`config.mk`:
```
export PLATFORM = sky130hd
export DESIGN_NAME = msb_first_bit_packer
export DESIGN_NICKNAME = d
export VERILOG_FILES = /design/src/msbp_pkg.sv /design/src/msbp_ctrl.sv /design/src/msbp_datapath.sv /design/src/msb_first_bit_packer.sv
export VERILOG_INCLUDE_DIRS = /design/src /design/src/src
export SDC_FILE = /design/constraint.sdc
export NUM_CORES = 1
export LEC_CHECK = 0
export ABC_AREA = 1
export BUFFER_PORTS_ARGS = -buffer_cell sky130_fd_sc_hd__buf_2
export CAP_MARGIN = 0
export CORE_ASPECT_RATIO = 1.2
export CORE_MARGIN = 2
export CORE_UTILIZATION = 55
export DETAILED_ROUTE_END_ITERATION = 12
export PLACE_DENSITY = 0.71
export SYNTH_ARGS = -nofsm -noshare
export SYNTH_HDL_FRONTEND = slang
export SYNTH_SLANG_ARGS = --single-unit
```
`constraint.sdc`:
```
create_clock -name clk_i -period 4.6 [get_ports clk_i]
set_input_delay 0 -clock clk_i [delete_from_list [all_inputs] [get_ports clk_i]]
set_output_delay 0 -clock clk_i [all_outputs]
set_load 0.02 [all_outputs]
```
`src/assert_macros.svh`:
```
// Assertion helpers for the RTL, included by the top-level packer.
`ifndef ASSERT_MACROS_SVH
`define ASSERT_MACROS_SVH

// Check a property on every rising clock edge outside reset.
`define ASSERT_CLK(lbl, prop, msg) \
  lbl: assert property (@(posedge clk_i) disable iff (!rst_ni) (prop)) else $error(msg);

// Check that a condition never holds outside reset.
`define ASSERT_NEVER(lbl, cond, msg) \
  lbl: assert property (@(posedge clk_i) disable iff (!rst_ni) !(cond)) else $error(msg);

`endif

```
`src/msbp_pkg.sv`:
```
`timescale 1ns / 1ps

package msbp_pkg;

  localparam int unsigned MaxWidthDefault = 32;
  localparam int unsigned ValueBits       = 32;
  localparam int unsigned ByteBits        = 8;
  localparam int unsigned WidthBits       = 6;
  localparam logic [WidthBits-1:0] BitWidthReset = 6'd8;

  typedef struct packed {
    logic [ValueBits-1:0] value;
    logic                 last_value;
  } in_t;

  typedef struct packed {
    logic [ByteBits-1:0] out_byte;
    logic                last_byte;
  } out_t;

  typedef enum logic [1:0] {
    StIdle = 2'b01,
    StRun  = 2'b10
  } state_e;

  typedef struct packed {
    logic load;
    logic step;
  } cmd_t;

  typedef struct packed {
    logic w_zero;
    logic slot_free;
    logic done;
  } status_t;

  // Mask of the n low bits of a byte, n from 0 to 8.
  function automatic logic [ByteBits-1:0] low_mask(input logic [3:0] n);
    logic [ByteBits-1:0] m;
    case (n)
      4'd0:    m = 8'h00;
      4'd1:    m = 8'h01;
      4'd2:    m = 8'h03;
      4'd3:    m = 8'h07;
      4'd4:    m = 8'h0F;
      4'd5:    m = 8'h1F;
      4'd6:    m = 8'h3F;
      4'd7:    m = 8'h7F;
      default: m = 8'hFF;
    endcase
    return m;
  endfunction

endpackage

```
`src/msbp_ctrl.sv`:
```
`timescale 1ns / 1ps

module msbp_ctrl (
  input  logic             clk_i,
  input  logic             rst_ni,
  input  logic             in_valid_i,
  output logic             in_ready_o,
  input  msbp_pkg::status_t status_i,
  output msbp_pkg::cmd_t    cmd_o
);

  msbp_pkg::state_e state_q, state_d;

  assign in_ready_o  = (state_q == msbp_pkg::StIdle);
  assign cmd_o.load  = in_valid_i && in_ready_o && !status_i.w_zero;
  assign cmd_o.step  = (state_q == msbp_pkg::StRun) && status_i.slot_free;

  always_comb begin
    state_d = state_q;
    case (state_q)
      msbp_pkg::StIdle: begin
        if (cmd_o.load) state_d = msbp_pkg::StRun;
      end
      msbp_pkg::StRun: begin
        if (cmd_o.step && status_i.done) state_d = msbp_pkg::StIdle;
      end
      default: state_d = msbp_pkg::StIdle;
    endcase
  end

  always_ff @(posedge clk_i or negedge rst_ni) begin
    if (!rst_ni) begin
      state_q <= msbp_pkg::StIdle;
    end else begin
      state_q <= state_d;
    end
  end

endmodule

```
`src/msbp_datapath.sv`:
```
`timescale 1ns / 1ps

module msbp_datapath #(
  parameter int unsigned MAX_WIDTH = msbp_pkg::MaxWidthDefault
) (
  input  logic                               clk_i,
  input  logic                               rst_ni,
  input  logic                               cfg_we_i,
  input  logic [msbp_pkg::WidthBits-1:0]     cfg_wdata_i,
  input  msbp_pkg::in_t                      in_data_i,
  input  logic                               out_ready_i,
  output logic                               out_valid_o,
  output msbp_pkg::out_t                     out_data_o,
  input  msbp_pkg::cmd_t                     cmd_i,
  output msbp_pkg::status_t                  status_o
);

  localparam int unsigned LimitInt = (MAX_WIDTH < msbp_pkg::ValueBits) ?
                                     MAX_WIDTH : msbp_pkg::ValueBits;
  localparam logic [msbp_pkg::WidthBits-1:0] Limit     = LimitInt[msbp_pkg::WidthBits-1:0];
  localparam logic [msbp_pkg::WidthBits-1:0] ValueW    = 6'd32;
  localparam logic [3:0]                     FreeEmpty = 4'd8;

  logic [msbp_pkg::WidthBits-1:0] bw_q;
  logic [msbp_pkg::WidthBits-1:0] w;
  logic [31:0]                    vq_q, vq_d;
  logic [msbp_pkg::WidthBits-1:0] rem_q, rem_d;
  logic                           last_q, last_d;
  logic [7:0]                     hold_q, hold_d;
  logic [3:0]                     free_q, free_d;
  logic                           out_valid_q, out_valid_d;
  msbp_pkg::out_t                 out_q, out_d;

  logic [7:0]                     top8;
  logic [msbp_pkg::WidthBits-1:0] free_w;
  logic                           rem_ge;
  logic [7:0]                     emit_byte;
  logic [2:0]                     rem3;
  logic [7:0]                     taken;
  logic [7:0]                     merged;
  logic [3:0]                     free_after;

  // Clamp the register to MAX_WIDTH or to what a value can carry, whichever is smaller.
  assign w = (bw_q > Limit) ? Limit : bw_q;

  assign top8       = vq_q[31:24];
  assign free_w     = {2'b00, free_q};
  assign rem_ge     = (rem_q >= free_w);
  assign emit_byte  = hold_q | (top8 >> (FreeEmpty - free_q));
  assign rem3       = rem_q[2:0];
  assign taken      = top8 & ~msbp_pkg::low_mask(FreeEmpty - {1'b0, rem3});
  assign merged     = hold_q | (taken >> (FreeEmpty - free_q));
  assign free_after = free_q - {1'b0, rem3};

  assign status_o.w_zero    = (w == '0);
  assign status_o.slot_free = !out_valid_q || out_ready_i;
  assign status_o.done      = (rem_q <= free_w);

  always_comb begin
    vq_d        = vq_q;
    rem_d       = rem_q;
    last_d      = last_q;
    hold_d      = hold_q;
    free_d      = free_q;
    out_d       = out_q;
    out_valid_d = out_valid_q && !out_ready_i;
    if (cmd_i.load) begin
      // Left-align the used bits so the next bit always sits at bit 31.
      vq_d   = in_data_i.value << (ValueW - w);
      rem_d  = w;
      last_d = in_data_i.last_value;
    end else if (cmd_i.step) begin
      if (rem_ge) begin
        out_d.out_byte  = emit_byte;
        out_d.last_byte = last_q && (rem_q == free_w);
        out_valid_d     = 1'b1;
        vq_d            = vq_q << free_q;
        rem_d           = rem_q - free_w;
        hold_d          = '0;
        free_d          = FreeEmpty;
      end else if (last_q) begin
        if (free_after != FreeEmpty) begin
          out_d.out_byte  = merged;
          out_d.last_byte = 1'b1;
          out_valid_d     = 1'b1;
        end
        rem_d  = '0;
        hold_d = '0;
        free_d = FreeEmpty;
      end else begin
        rem_d  = '0;
        hold_d = merged;
        free_d = free_after;
      end
    end
  end

  always_ff @(posedge clk_i or negedge rst_ni) begin
    if (!rst_ni) begin
      bw_q        <= msbp_pkg::BitWidthReset;
      hold_q      <= '0;
      free_q      <= FreeEmpty;
      out_valid_q <= 1'b0;
    end else begin
      if (cfg_we_i) bw_q <= cfg_wdata_i;
      hold_q      <= hold_d;
      free_q      <= free_d;
      out_valid_q <= out_valid_d;
    end
  end

  always_ff @(posedge clk_i) begin
    vq_q   <= vq_d;
    rem_q  <= rem_d;
    last_q <= last_d;
    out_q  <= out_d;
  end

  assign out_valid_o = out_valid_q;
  assign out_data_o  = out_q;

endmodule

```
`src/msb_first_bit_packer.sv`:
```
`timescale 1ns / 1ps

// MSB-first bit packer: each input transaction carries a 32-bit value whose low
// bit_width bits are appended, most significant bit first, to a continuous bit
// stream; every completed byte leaves as one output transaction with the first
// bit in bit 7. A transaction marked last_value flushes any partial byte,
// left-aligned and zero-padded, and the final byte of the list carries
// last_byte. A bit_width of zero makes the block ignore the item altogether
// (no bytes, no flush); such an item is accepted while the block stays idle.
// bit_width resets to 8 and saturates at MAX_WIDTH or 32, whichever is
// smaller; write it only while the block is idle. The block works on one item
// at a time. An item is loaded, then handled in datapath steps, one step per
// cycle while the output register can take a byte (a step waits while it is
// still full and out_ready_i is low); each step emits at most one byte into
// the output register. The number of steps is the number of bytes the item
// completes, plus one when bits remain for the partial byte or the flush.
module msb_first_bit_packer #(
  parameter int unsigned MAX_WIDTH = msbp_pkg::MaxWidthDefault
) (
  input  logic                           clk_i,
  input  logic                           rst_ni,
  input  logic                           cfg_we_i,
  input  logic [msbp_pkg::WidthBits-1:0] cfg_wdata_i,
  input  logic                           in_valid_i,
  output logic                           in_ready_o,
  input  msbp_pkg::in_t                  in_data_i,
  output logic                           out_valid_o,
  input  logic                           out_ready_i,
  output msbp_pkg::out_t                 out_data_o
);

  `include "assert_macros.svh"

  msbp_pkg::cmd_t    cmd;
  msbp_pkg::status_t status;

  // Sequence the load and the per-byte steps.
  msbp_ctrl u_ctrl (
    .clk_i      (clk_i),
    .rst_ni     (rst_ni),
    .in_valid_i (in_valid_i),
    .in_ready_o (in_ready_o),
    .status_i   (status),
    .cmd_o      (cmd)
  );

  // Hold the width register, the partial byte and the output register.
  msbp_datapath #(
    .MAX_WIDTH (MAX_WIDTH)
  ) u_datapath (
    .clk_i       (clk_i),
    .rst_ni      (rst_ni),
    .cfg_we_i    (cfg_we_i),
    .cfg_wdata_i (cfg_wdata_i),
    .in_data_i   (in_data_i),
    .out_ready_i (out_ready_i),
    .out_valid_o (out_valid_o),
    .out_data_o  (out_data_o),
    .cmd_i       (cmd),
    .status_o    (status)
  );

  // A load and a step never coincide: the controller is either idle or busy.
  `ASSERT_NEVER(a_load_step_excl, cmd.load && cmd.step, "load and step in one cycle")
  // A packed item blocks the input in the following cycle.
  `ASSERT_CLK(a_busy_after_load, cmd.load |=> !in_ready_o, "input open right after load")
  // A step only runs when the output register can take its byte.
  `ASSERT_CLK(a_step_slot, cmd.step |-> (!out_valid_o || out_ready_i), "step with full output")

endmodule
```
==> flow_summary.json, run 1 <==
{
  "outcome": "complete, no violations",
  "leakagePower_nw": 3.50,
  "synth_edf_count": 48,
  "critPathKind": "reg2reg",
  "overflow": 0,
  "powerDensity_nw_per_um2": 862,
  "vdd_drop_max_v": 0.000400,
  "setup-violations-final": 0,
  "holdPathStages": 2,
  "clock_latency_ns": 0.34,
  "synthCells": 1067,
  "cp_max_fo": 36,
  "cts_setup_buffers": 0,
  "min_to": "u_datapath.bw_q[1]",
  "synth-main-ff-cell": "edfxtp_1",
  "vias": 7223,
  "synth_fp_nets": 1125,
  "final_nets": 1149,
  "dieArea_um2": 13400,
  "numCtsBuffers": 9,
  "fp-row-count": 44,
  "antenna_found_initial": 0,
  "root_buffer": "clkbuf_16",
  "cts_buffer_depth": 2,
  "portBuffers": 54,
  "ys_ff_latch": 69,
  "start_util_pct": 56.5,
  "layout_common_cells": "391 x nand2_1, 174 x nand3_1, 97 x o21ai_0, 63 x inv_1, 54 x buf_2",
  "skew_ns": 0.0125,
  "r2r-start": "u_datapath.free_q[3]",
  "dp_hpwl_um": 14200,
  "finalMaxSlewViolations": 0,
  "drive_above_1_share_pct": 11.8,
  "n_antenna_cell": 0,
  "cts-hold-fix-buffers": 13,
  "dr.pass1.iters": 5,
  "grt.total_usage_pct": 29.2,
  "cts_tree": "yes",
  "vias_per_cell": 5.75,
  "htree_levels": 3,
  "clkSlewWorstSetupHoldPaths_ns": 0.06,
  "cap_viol_max_count": 0,
  "cts.sinks": 69,
  "cts-resized-gates": 0,
  "tightest_slew_ns": 0.849,
  "dp_slack_ns": 1.27,
  "grt_max_degree": 61,
  "die_h_um": 126,
  "max_slew_margin_pct": 43.4,
  "drc": 0,
  "layout_commonest_cell": "nand2_1",
  "r2r_cells": 9,
  "drt_first_iter_violations": 503,
  "core-area_um2": 12100,
  "crit_required_ns": 4.59,
  "async_flop_share_pct": 30.4,
  "cp-start-kind": "flip-flop",
  "r2r_setup_slack_ns": 1.20,
  "grt_setup_unrepaired": "false",
  "yosys_warnings": 0,
  "finalWorstSetupSlack_ns": 1.20,
  "arrival_ns": 3.39,
  "route.detailed.wl_per_inst_um": 15.1,
  "hold_viol": 0,
  "yosysUniqueCellTypes": 50,
  "synth_seq_area_share_pct": 28.8,
  "hp-class": "in2reg",
  "synth_area_um2": 6850,
  "num_io_pins": 55,
  "fp.dieW_um": 106,
  "gp_congestion": 0.972,
  "grt_pass1_wl_um": 31500,
  "routed_wl_um": 19000,
  "hold_start": "cfg_we_i",
  "antenna_left": 0,
  "critPathCaptureType": "flip-flop",
  "areaGrowthSynthToFinish_pct": 9.48,
  "fin_crit_ns": 3.40,
  "fin_setup_tns_ns": 0,
  "syn_area_per_cell_um2": 6.42,
  "r2r_end": "u_datapath.vq_q[10]",
  "grt_pass1_vias": 6404,
  "min_period_over_period_pct": 74.0,
  "fmax_mhz": 294
}
## registers in the layout, summed over array words and instances, names as in the netlist
signal and flops:
u_datapath.out_valid_o 1, u_datapath.hold_q 8, u_datapath.vq_q 32, u_datapath.free_q 4
u_datapath.out_data_o 9, u_ctrl.state_q 2, u_datapath.bw_q 6, u_datapath.rem_q 6
u_datapath.last_q 1
## through the flow
| stage | hold WS, ns | util [%] | instances | instance area, µm² | total power [mW] |
|---|---|---|---|---|---|
| 2_1_floorplan | -0.296 | - | 1067 | 6850 | 4.66 |
| 5_1_grt | 0.0384 | 61.9 | 1257 | 7500 | 7.08 |
| 3_3_place_gp | 0.00256 | 58.4 | 1228 | 7070 | 5.65 |
| 3_5_place_dp | 0.00524 | 58.4 | 1228 | 7070 | 5.67 |
| 6_report | 0.0178 | 61.9 | 1257 | 7500 | 6.46 |
| 4_1_cts | 0.00993 | 61.9 | 1257 | 7500 | 6.39 |
## critical path, stage by stage (launching register included)
cell and delay [ns]:
dfstp_2 0.81, inv_2 0.37, ha_1 0.46, nand2_1 0.08, nor3_2 0.29, inv_1 0.12, nand4_1 0.27, nand2_1 0.15
nand2_1 0.11, buf_4 0.37
## power breakdown
group	total [mW]	switching [mW]	internal, mW	leakage (nW)
Sequential	1.36	0.198	1.16	0.721
Clock	0.688	0.268	0.420	0.147
Combinational	4.41	2.99	1.43	2.64
Total	6.46	3.45	3.01	3.50
## worst max-delay path by stage
stage | start | endpoint | cells after the start
after floorplan | u_datapath.free_q[3] | u_datapath.vq_q[0] | 10
after global placement | u_datapath.free_q[3] | u_datapath.vq_q[11] | 9
after detailed placement | u_datapath.free_q[3] | u_datapath.vq_q[9] | 9
after CTS | u_datapath.free_q[3] | u_datapath.vq_q[26] | 9
after global routing | u_datapath.free_q[3] | u_datapath.vq_q[10] | 9
final | u_datapath.free_q[3] | u_datapath.vq_q[10] | 9
## Yosys cell counts (3+ instances only)
cell / instances / area [µm²]
ha_1: 12 / 150
edfxtp_1: 48 / 1440
dfrtp_1: 18 / 450
or2_2: 9 / 56.3
o21ai_1: 10 / 50.1
a21oi_1: 29 / 145
and2_1: 6 / 37.5
buf_6: 3 / 33.8
clkbuf_1: 22 / 82.6
buf_2: 28 / 140
buf_1: 3 / 11.3
mux2_2: 4 / 45.0
inv_1: 63 / 236
nand4_1: 7 / 43.8
o22ai_1: 5 / 31.3
dfstp_2: 3 / 78.8
xor2_1: 4 / 35.0
nor2_2: 3 / 18.8
o211ai_1: 39 / 293
nand3_1: 174 / 871
nand2_1: 391 / 1470
nor3_1: 3 / 15.0
nor2_4: 3 / 33.8
nor2_1: 27 / 101
inv_2: 8 / 30.0
o21ai_0: 97 / 485
buf_4: 12 / 90.1
mux2i_1: 4 / 40.0
## cells by family after synthesis
group | after synthesis | synth area share [%]
XOR/XNOR | 6 | 1.15
flip-flops | 69 | 28.8
adder cells (fa/ha/maj) | 14 | 2.78
AND/OR/NAND/NOR | 638 | 40.9
AO/OA/AOI/OAI | 190 | 15.8
multiplexers | 8 | 1.24
buffers and inverters | 142 | 9.35
## layout make-up
| cell class | instances | area (µm²) |
|---|---|---|
| Clock inverter | 6 | 63.8 |
| Timing Repair Buffer | 81 | 505 |
| Fill cell | 1247 | 4610 |
| Clock buffer | 10 | 229 |
| Inverter | 74 | 283 |
| Tap cell | 161 | 201 |
| Sequential cell | 69 | 1970 |
| Multi-Input combinational cell | 856 | 4240 |
## layer usage
metal	part of all wire [%]	vias to the layer above	track usage (%)
met2	46	260	47.5
met4	2.1	0	8.28
met1	45	3284	39.8
met5	0	-	0
met3	6.7	35	5.59
li1	-	3644	-
Power figures use the tool's default switching activity.
==> run 2: changes to the inputs <==
Settings changed: PLACE_DENSITY 0.71 to 0.74.
Clock period 4.6 ns to 2.92 ns, I/O delays scaled along.
==> run 2 against run 1 <==
  * Final cell count up 0.80%
  * Design area up 1.0%
  * Global-route usage up 0.13 points
  * First-iteration DRC count down 13%
  * Total power up 59%
  * Worst hold slack better by 0.027 ns
  * Clock skew down 0.0042 ns
  * Sequential power up 53%
  * Core utilization up 0.62 points
  * Maximum frequency up 34%
  * Combinational power up 61%
  * Critical path type unchanged
==> flow_summary.json, run 2 (same netlist as run 1, synthesis figures left out) <==
{
  "cts.sinks": 69,
  "outcome": "complete, no violations",
  "cts-hold-fix-buffers": 13,
  "r2r_end": "u_datapath.vq_q[17]",
  "antenna_found_initial": 0,
  "start_util_pct": 56.5,
  "fp-row-count": 44,
  "hp-class": "in2reg",
  "vdd_drop_max_v": 0.000620,
  "finalMaxSlewViolations": 0,
  "layout_commonest_cell": "nand2_1",
  "final_core_util_pct": 62.5,
  "cts_buffer_depth": 2,
  "overflow": 0,
  "cts-resized-gates": 0,
  "drt_first_iter_violations": 440,
  "grt.total_usage_pct": 29.3,
  "cap_viol_max_count": 0,
  "clkSlewWorstSetupHoldPaths_ns": 0.06,
  "max_slew_margin_pct": 61.0,
  "r2r_cells": 12,
  "dr.pass1.iters": 5,
  "min_period_over_period_pct": 87.2,
  "portBuffers": 54,
  "placedCellCount": 1238,
  "root_buffer": "clkbuf_16",
  "route.detailed.wl_per_inst_um": 15.2,
  "fin_crit_ns": 2.55,
  "cpMostUsedCell": "nand2_1",
  "cts_setup_buffers": 0,
  "holdPathStages": 2,
  "arrival_ns": 2.63,
  "numCtsBuffers": 9,
  "largest_reg_flops": 32,
  "drive_above_1_share_pct": 12.7,
  "die_h_um": 126,
  "hold_start": "cfg_we_i",
  "r2r_setup_slack_ns": 0.37,
  "r2r-start": "u_datapath.bw_q[5]",
  "grt_max_degree": 60,
  "hold_viol": 0,
  "regMostFlops": "u_datapath.vq_q",
  "tightest_slew_ns": 0.584,
  "critPathCaptureType": "flip-flop",
  "n_antenna_cell": 0,
  "skew_ns": 0.00833,
  "layout_common_cells": "390 x nand2_1, 174 x nand3_1, 97 x o21ai_0, 63 x inv_1, 54 x buf_2",
  "dp_hpwl_um": 14400,
  "setup-violations-final": 0,
  "routed_wl_um": 19300,
  "fmax_mhz": 393,
  "min_to": "u_datapath.bw_q[2]",
  "antenna_left": 0,
  "cp_max_fo": 17,
  "leakagePower_nw": 3.55,
  "dieArea_um2": 13400,
  "grt_setup_unrepaired": "false",
  "htree_levels": 3,
  "fin_setup_tns_ns": 0,
  "grt_pass1_wl_um": 31700,
  "crit_chain": "inv_4 -> nand2_2 -> ha_1 -> inv_1 -> buf_4 -> nand2_1 -> o21ai_0 -> nand2_1 -> nand2_1 -> nor2_1 -> o21ai_1 -> nand2_1",
  "cts_tree": "yes",
  "slowest_stage": "dfrtp_1",
  "powerDensity_nw_per_um2": 1350,
  "fp.dieW_um": 106,
  "areaGrowthSynthToFinish_pct": 10.6,
  "cp-start-kind": "flip-flop",
  "drc": 0,
  "core-area_um2": 12100,
  "vias": 7285,
  "vias_per_cell": 5.75,
  "crit_required_ns": 3.00,
  "grt_pass1_vias": 6632,
  "critPathMaxStageDelay_ns": 0.42,
  "stdcell_count": 1267,
  "num_io_pins": 55,
  "clock_latency_ns": 0.34,
  "critPathKind": "reg2reg",
  "final_nets": 1159,
  "gp_congestion": 0.938
}
run 2: layout make-up:
class	count	area, µm²
repair buffers	91	581
clock inverters	6	61.3
multi-input cells	856	4250
fillers	1248	4540
well taps	161	201
flip-flops and latches	69	1970
inverters	74	283
clock buffers	10	229
run 2: per-layer routing:
| metal | global-route usage [%] | vias up | wire length [µm] |
|---|---|---|---|
| met5 | 0 | - | 0 |
| met4 | 11.8 | 0 | 527 |
| met3 | 4.61 | 42 | 1260 |
| met2 | 48.2 | 316 | 9200 |
| met1 | 38.7 | 3268 | 8290 |
| li1 | - | 3659 | - |
run 2: how the worst max path moves through the flow:
stage                                    start                  endpoint  slack (ns)  cells after the start
after floorplan           u_datapath.free_q[3]        u_datapath.vq_q[0]        0.13                     10
after global placement      u_datapath.bw_q[5]       u_datapath.vq_q[17]        0.49                     12
after detailed placement   u_datapath.rem_q[0]  u_datapath.out_data_o[1]        0.39                     14
after CTS                  u_datapath.rem_q[0]  u_datapath.out_data_o[1]        0.41                     14
after global routing       u_datapath.rem_q[0]  u_datapath.out_data_o[1]        0.15                     14
final                       u_datapath.bw_q[5]       u_datapath.vq_q[17]        0.37                     12
run 2: critical path, delay by kind of cell (launching register included):
family,cells,cell delay [ns]
adders and majority gates,1,0.31
buffers and inverters,3,0.75
DFF,1,0.42
AOI/OAI and AO/OA,2,0.30
and+or+nand+nor,6,0.48
run 2: power breakdown:
group          total (mW)  switching (mW)  internal (mW)
Sequential           2.08           0.250           1.83
Clock                1.08           0.420          0.662
Combinational        7.08            4.78           2.31
Total                10.2            5.45           4.79
run 2: stage by stage:
step	power [mW]	cell area, µm²	setup WS, ns	hold slack (ns)
6_report	10.2	7570	0.375	0.0445
5_1_grt	11.2	7570	0.154	0.0403
4_1_cts	10.1	7570	0.406	0.0156
3_5_place_dp	8.96	7150	0.395	-0.00634
3_3_place_gp	8.91	7150	0.493	-0.00494
2_1_floorplan	7.34	6850	0.131	-0.296
==> run 3: changes to the inputs <==
Settings changed: CELL_PAD_IN_SITES_DETAIL_PLACEMENT set to 0, CELL_PAD_IN_SITES_GLOBAL_PLACEMENT set to 1, CORE_UTILIZATION 55 to 40, PLACE_DENSITY 0.74 to 0.76.
==> run 3 against run 2 <==
  * Combinational power barely moved
  * Routed wire length increased by 6.9%
  * Critical endpoint is now u_datapath.out_data_o[3]
  * Core utilization decreased by 17 points
==> flow_summary.json, run 3 (same netlist as run 1, synthesis figures left out) <==
{
  "max_slew_margin_pct": 61.4,
  "hp-class": "in2reg",
  "htree_levels": 3,
  "fmax_mhz": 397,
  "dr.pass1.iters": 7,
  "core-area_um2": 16900,
  "dieArea_um2": 18200,
  "drt_first_iter_violations": 452,
  "p_sw_mw": 5.48,
  "drive_above_1_share_pct": 12.7,
  "n_antenna_cell": 0,
  "fin_setup_tns_ns": 0,
  "antenna_found_initial": 0,
  "multi_input_area_um2": 4250,
  "route.detailed.wl_per_inst_um": 15.6,
  "grt_pass1_vias": 6751,
  "outcome": "complete, no violations",
  "cap_viol_max_count": 0,
  "clkSlewWorstSetupHoldPaths_ns": 0.06,
  "fp-row-count": 52,
  "cp_max_fo": 9,
  "tightest_slew_ns": 0.577,
  "gp_congestion": 0.921,
  "largest_reg_flops": 32,
  "p_sw_share_pct": 53.1,
  "portBuffers": 54,
  "min_to": "u_datapath.bw_q[2]",
  "pwr-share-comb_pct": 68.9,
  "min_period_over_period_pct": 86.3,
  "power.total_mw": 10.3,
  "drc": 0,
  "clock_latency_ns": 0.34,
  "placedCellCount": 1293,
  "r2r-start": "u_datapath.rem_q[0]",
  "start_util_pct": 40.6,
  "leakagePower_nw": 3.56,
  "hold_start": "cfg_we_i",
  "p_clk_share_pct": 10.9,
  "fin_crit_ns": 2.52,
  "layout_commonest_cell": "nand2_1",
  "antenna_left": 0,
  "arrival_ns": 2.53,
  "final_nets": 1161,
  "critPathKind": "reg2reg",
  "stdcell_count": 1324,
  "grt_pass1_wl_um": 34300,
  "areaGrowthSynthToFinish_pct": 12.2,
  "num_io_pins": 55,
  "r2r_cells": 11,
  "holdPathStages": 2,
  "seq_area_um2": 1970,
  "pwr-share-seq_pct": 20.2,
  "dp_hpwl_um": 15900,
  "vias": 7105,
  "cts_buffer_depth": 2,
  "grt_max_degree": 46,
  "grt_setup_unrepaired": "false",
  "r2r_end": "u_datapath.out_data_o[3]",
  "die_h_um": 147,
  "crit_required_ns": 2.93,
  "skew_ns": 0.00904,
  "cts_tree": "yes",
  "vdd_drop_max_v": 0.000503,
  "fp.dieW_um": 123,
  "nFillCells": 1817,
  "layout_common_cells": "390 x nand2_1, 174 x nand3_1, 97 x o21ai_0, 63 x inv_1, 54 x buf_2",
  "numCtsBuffers": 9,
  "root_buffer": "clkbuf_16",
  "cts-resized-gates": 0,
  "vias_per_cell": 5.37,
  "cp-start-kind": "flip-flop",
  "overflow": 0,
  "setup-violations-final": 0,
  "hold_viol": 0,
  "regMostFlops": "u_datapath.vq_q",
  "finalMaxSlewViolations": 0,
  "p_int_mw": 4.83,
  "critPathCaptureType": "flip-flop",
  "cts.sinks": 69,
  "r2r_setup_slack_ns": 0.40,
  "cts_setup_buffers": 0,
  "grt.total_usage_pct": 23.9,
  "routed_wl_um": 20600,
  "powerDensity_nw_per_um2": 1340
}
run 3: cell types whose count changed in the layout (fill, tap and decap cells not counted), sizes merged:
cell,change
clkinvlp,+1
dlygate4sd3,+2
inv,-1
run 3: how the worst max path moves through the flow:
| stage | startpoint | to | slack [ns] |
|---|---|---|---|
| after floorplan | u_datapath.free_q[3] | u_datapath.vq_q[0] | 0.13 |
| after global placement | u_datapath.rem_q[0] | u_datapath.out_data_o[3] | 0.45 |
| after detailed placement | u_datapath.rem_q[0] | u_datapath.out_data_o[3] | 0.40 |
| after CTS | u_datapath.rem_q[0] | u_datapath.out_data_o[3] | 0.38 |
| after global routing | u_datapath.bw_q[5] | u_datapath.vq_q[19] | 0.05 |
| final | u_datapath.rem_q[0] | u_datapath.out_data_o[3] | 0.40 |
run 3: cell type report:
type | instances | area share, %
clock buffers | 10 | 3.11
clock inverters | 6 | 0.912
inverters | 74 | 3.68
multi-input cells | 856 | 55.3
flip-flops and latches | 69 | 25.7
well taps | 216 | 3.52
repair buffers | 93 | 7.82
run 3: power groups by stage:
stage               Clock, mW  Combinational (mW)  Sequential (mW)
floorplan                   0                5.26             2.08
global placement            0                7.05             2.09
detailed placement          0                7.05             2.09
CTS                      1.15                7.10             2.07
global route             1.20                8.08             2.13
finish                   1.13                7.10             2.08
run 3: worst max-delay path: stages (launching register included):
cell and delay (ns):
edfxtp_1 0.45, inv_1 0.14, ha_1 0.18, inv_1 0.05, fa_1 0.38, nand2_1 0.07
inv_1 0.05, o21ai_0 0.12, and2_2 0.19, nand4_1 0.10, nand2_1 0.16, nand2_1 0.29
run 3: metrics by stage:
| stage | area, µm² | setup slack (ns) | hold slack (ns) | utilization (%) |
|---|---|---|---|---|
| global placement | 7220 | 0.447 | -0.000155 | 42.8 |
| CTS | 7680 | 0.377 | 0.00278 | 45.6 |
| finish | 7680 | 0.401 | 0.0255 | 45.6 |
| global route | 7680 | 0.0540 | 0.0257 | 45.6 |
| floorplan | 6850 | 0.131 | -0.296 | - |
| detailed placement | 7220 | 0.398 | 0.00393 | 42.8 |
run 3: what timing repair did:
action | CTS | global route
hold endpoints to repair | 29 | 0
endpoints found under the setup margin | 0 | 0
hold buffers | 15 | 0
run 3: routing by layer:
layer,global-route usage [%],part of all wire [%]
met4,7.84,2.6
met5,0,0
met1,31.9,45
met3,2.91,3.7
met2,39.8,49
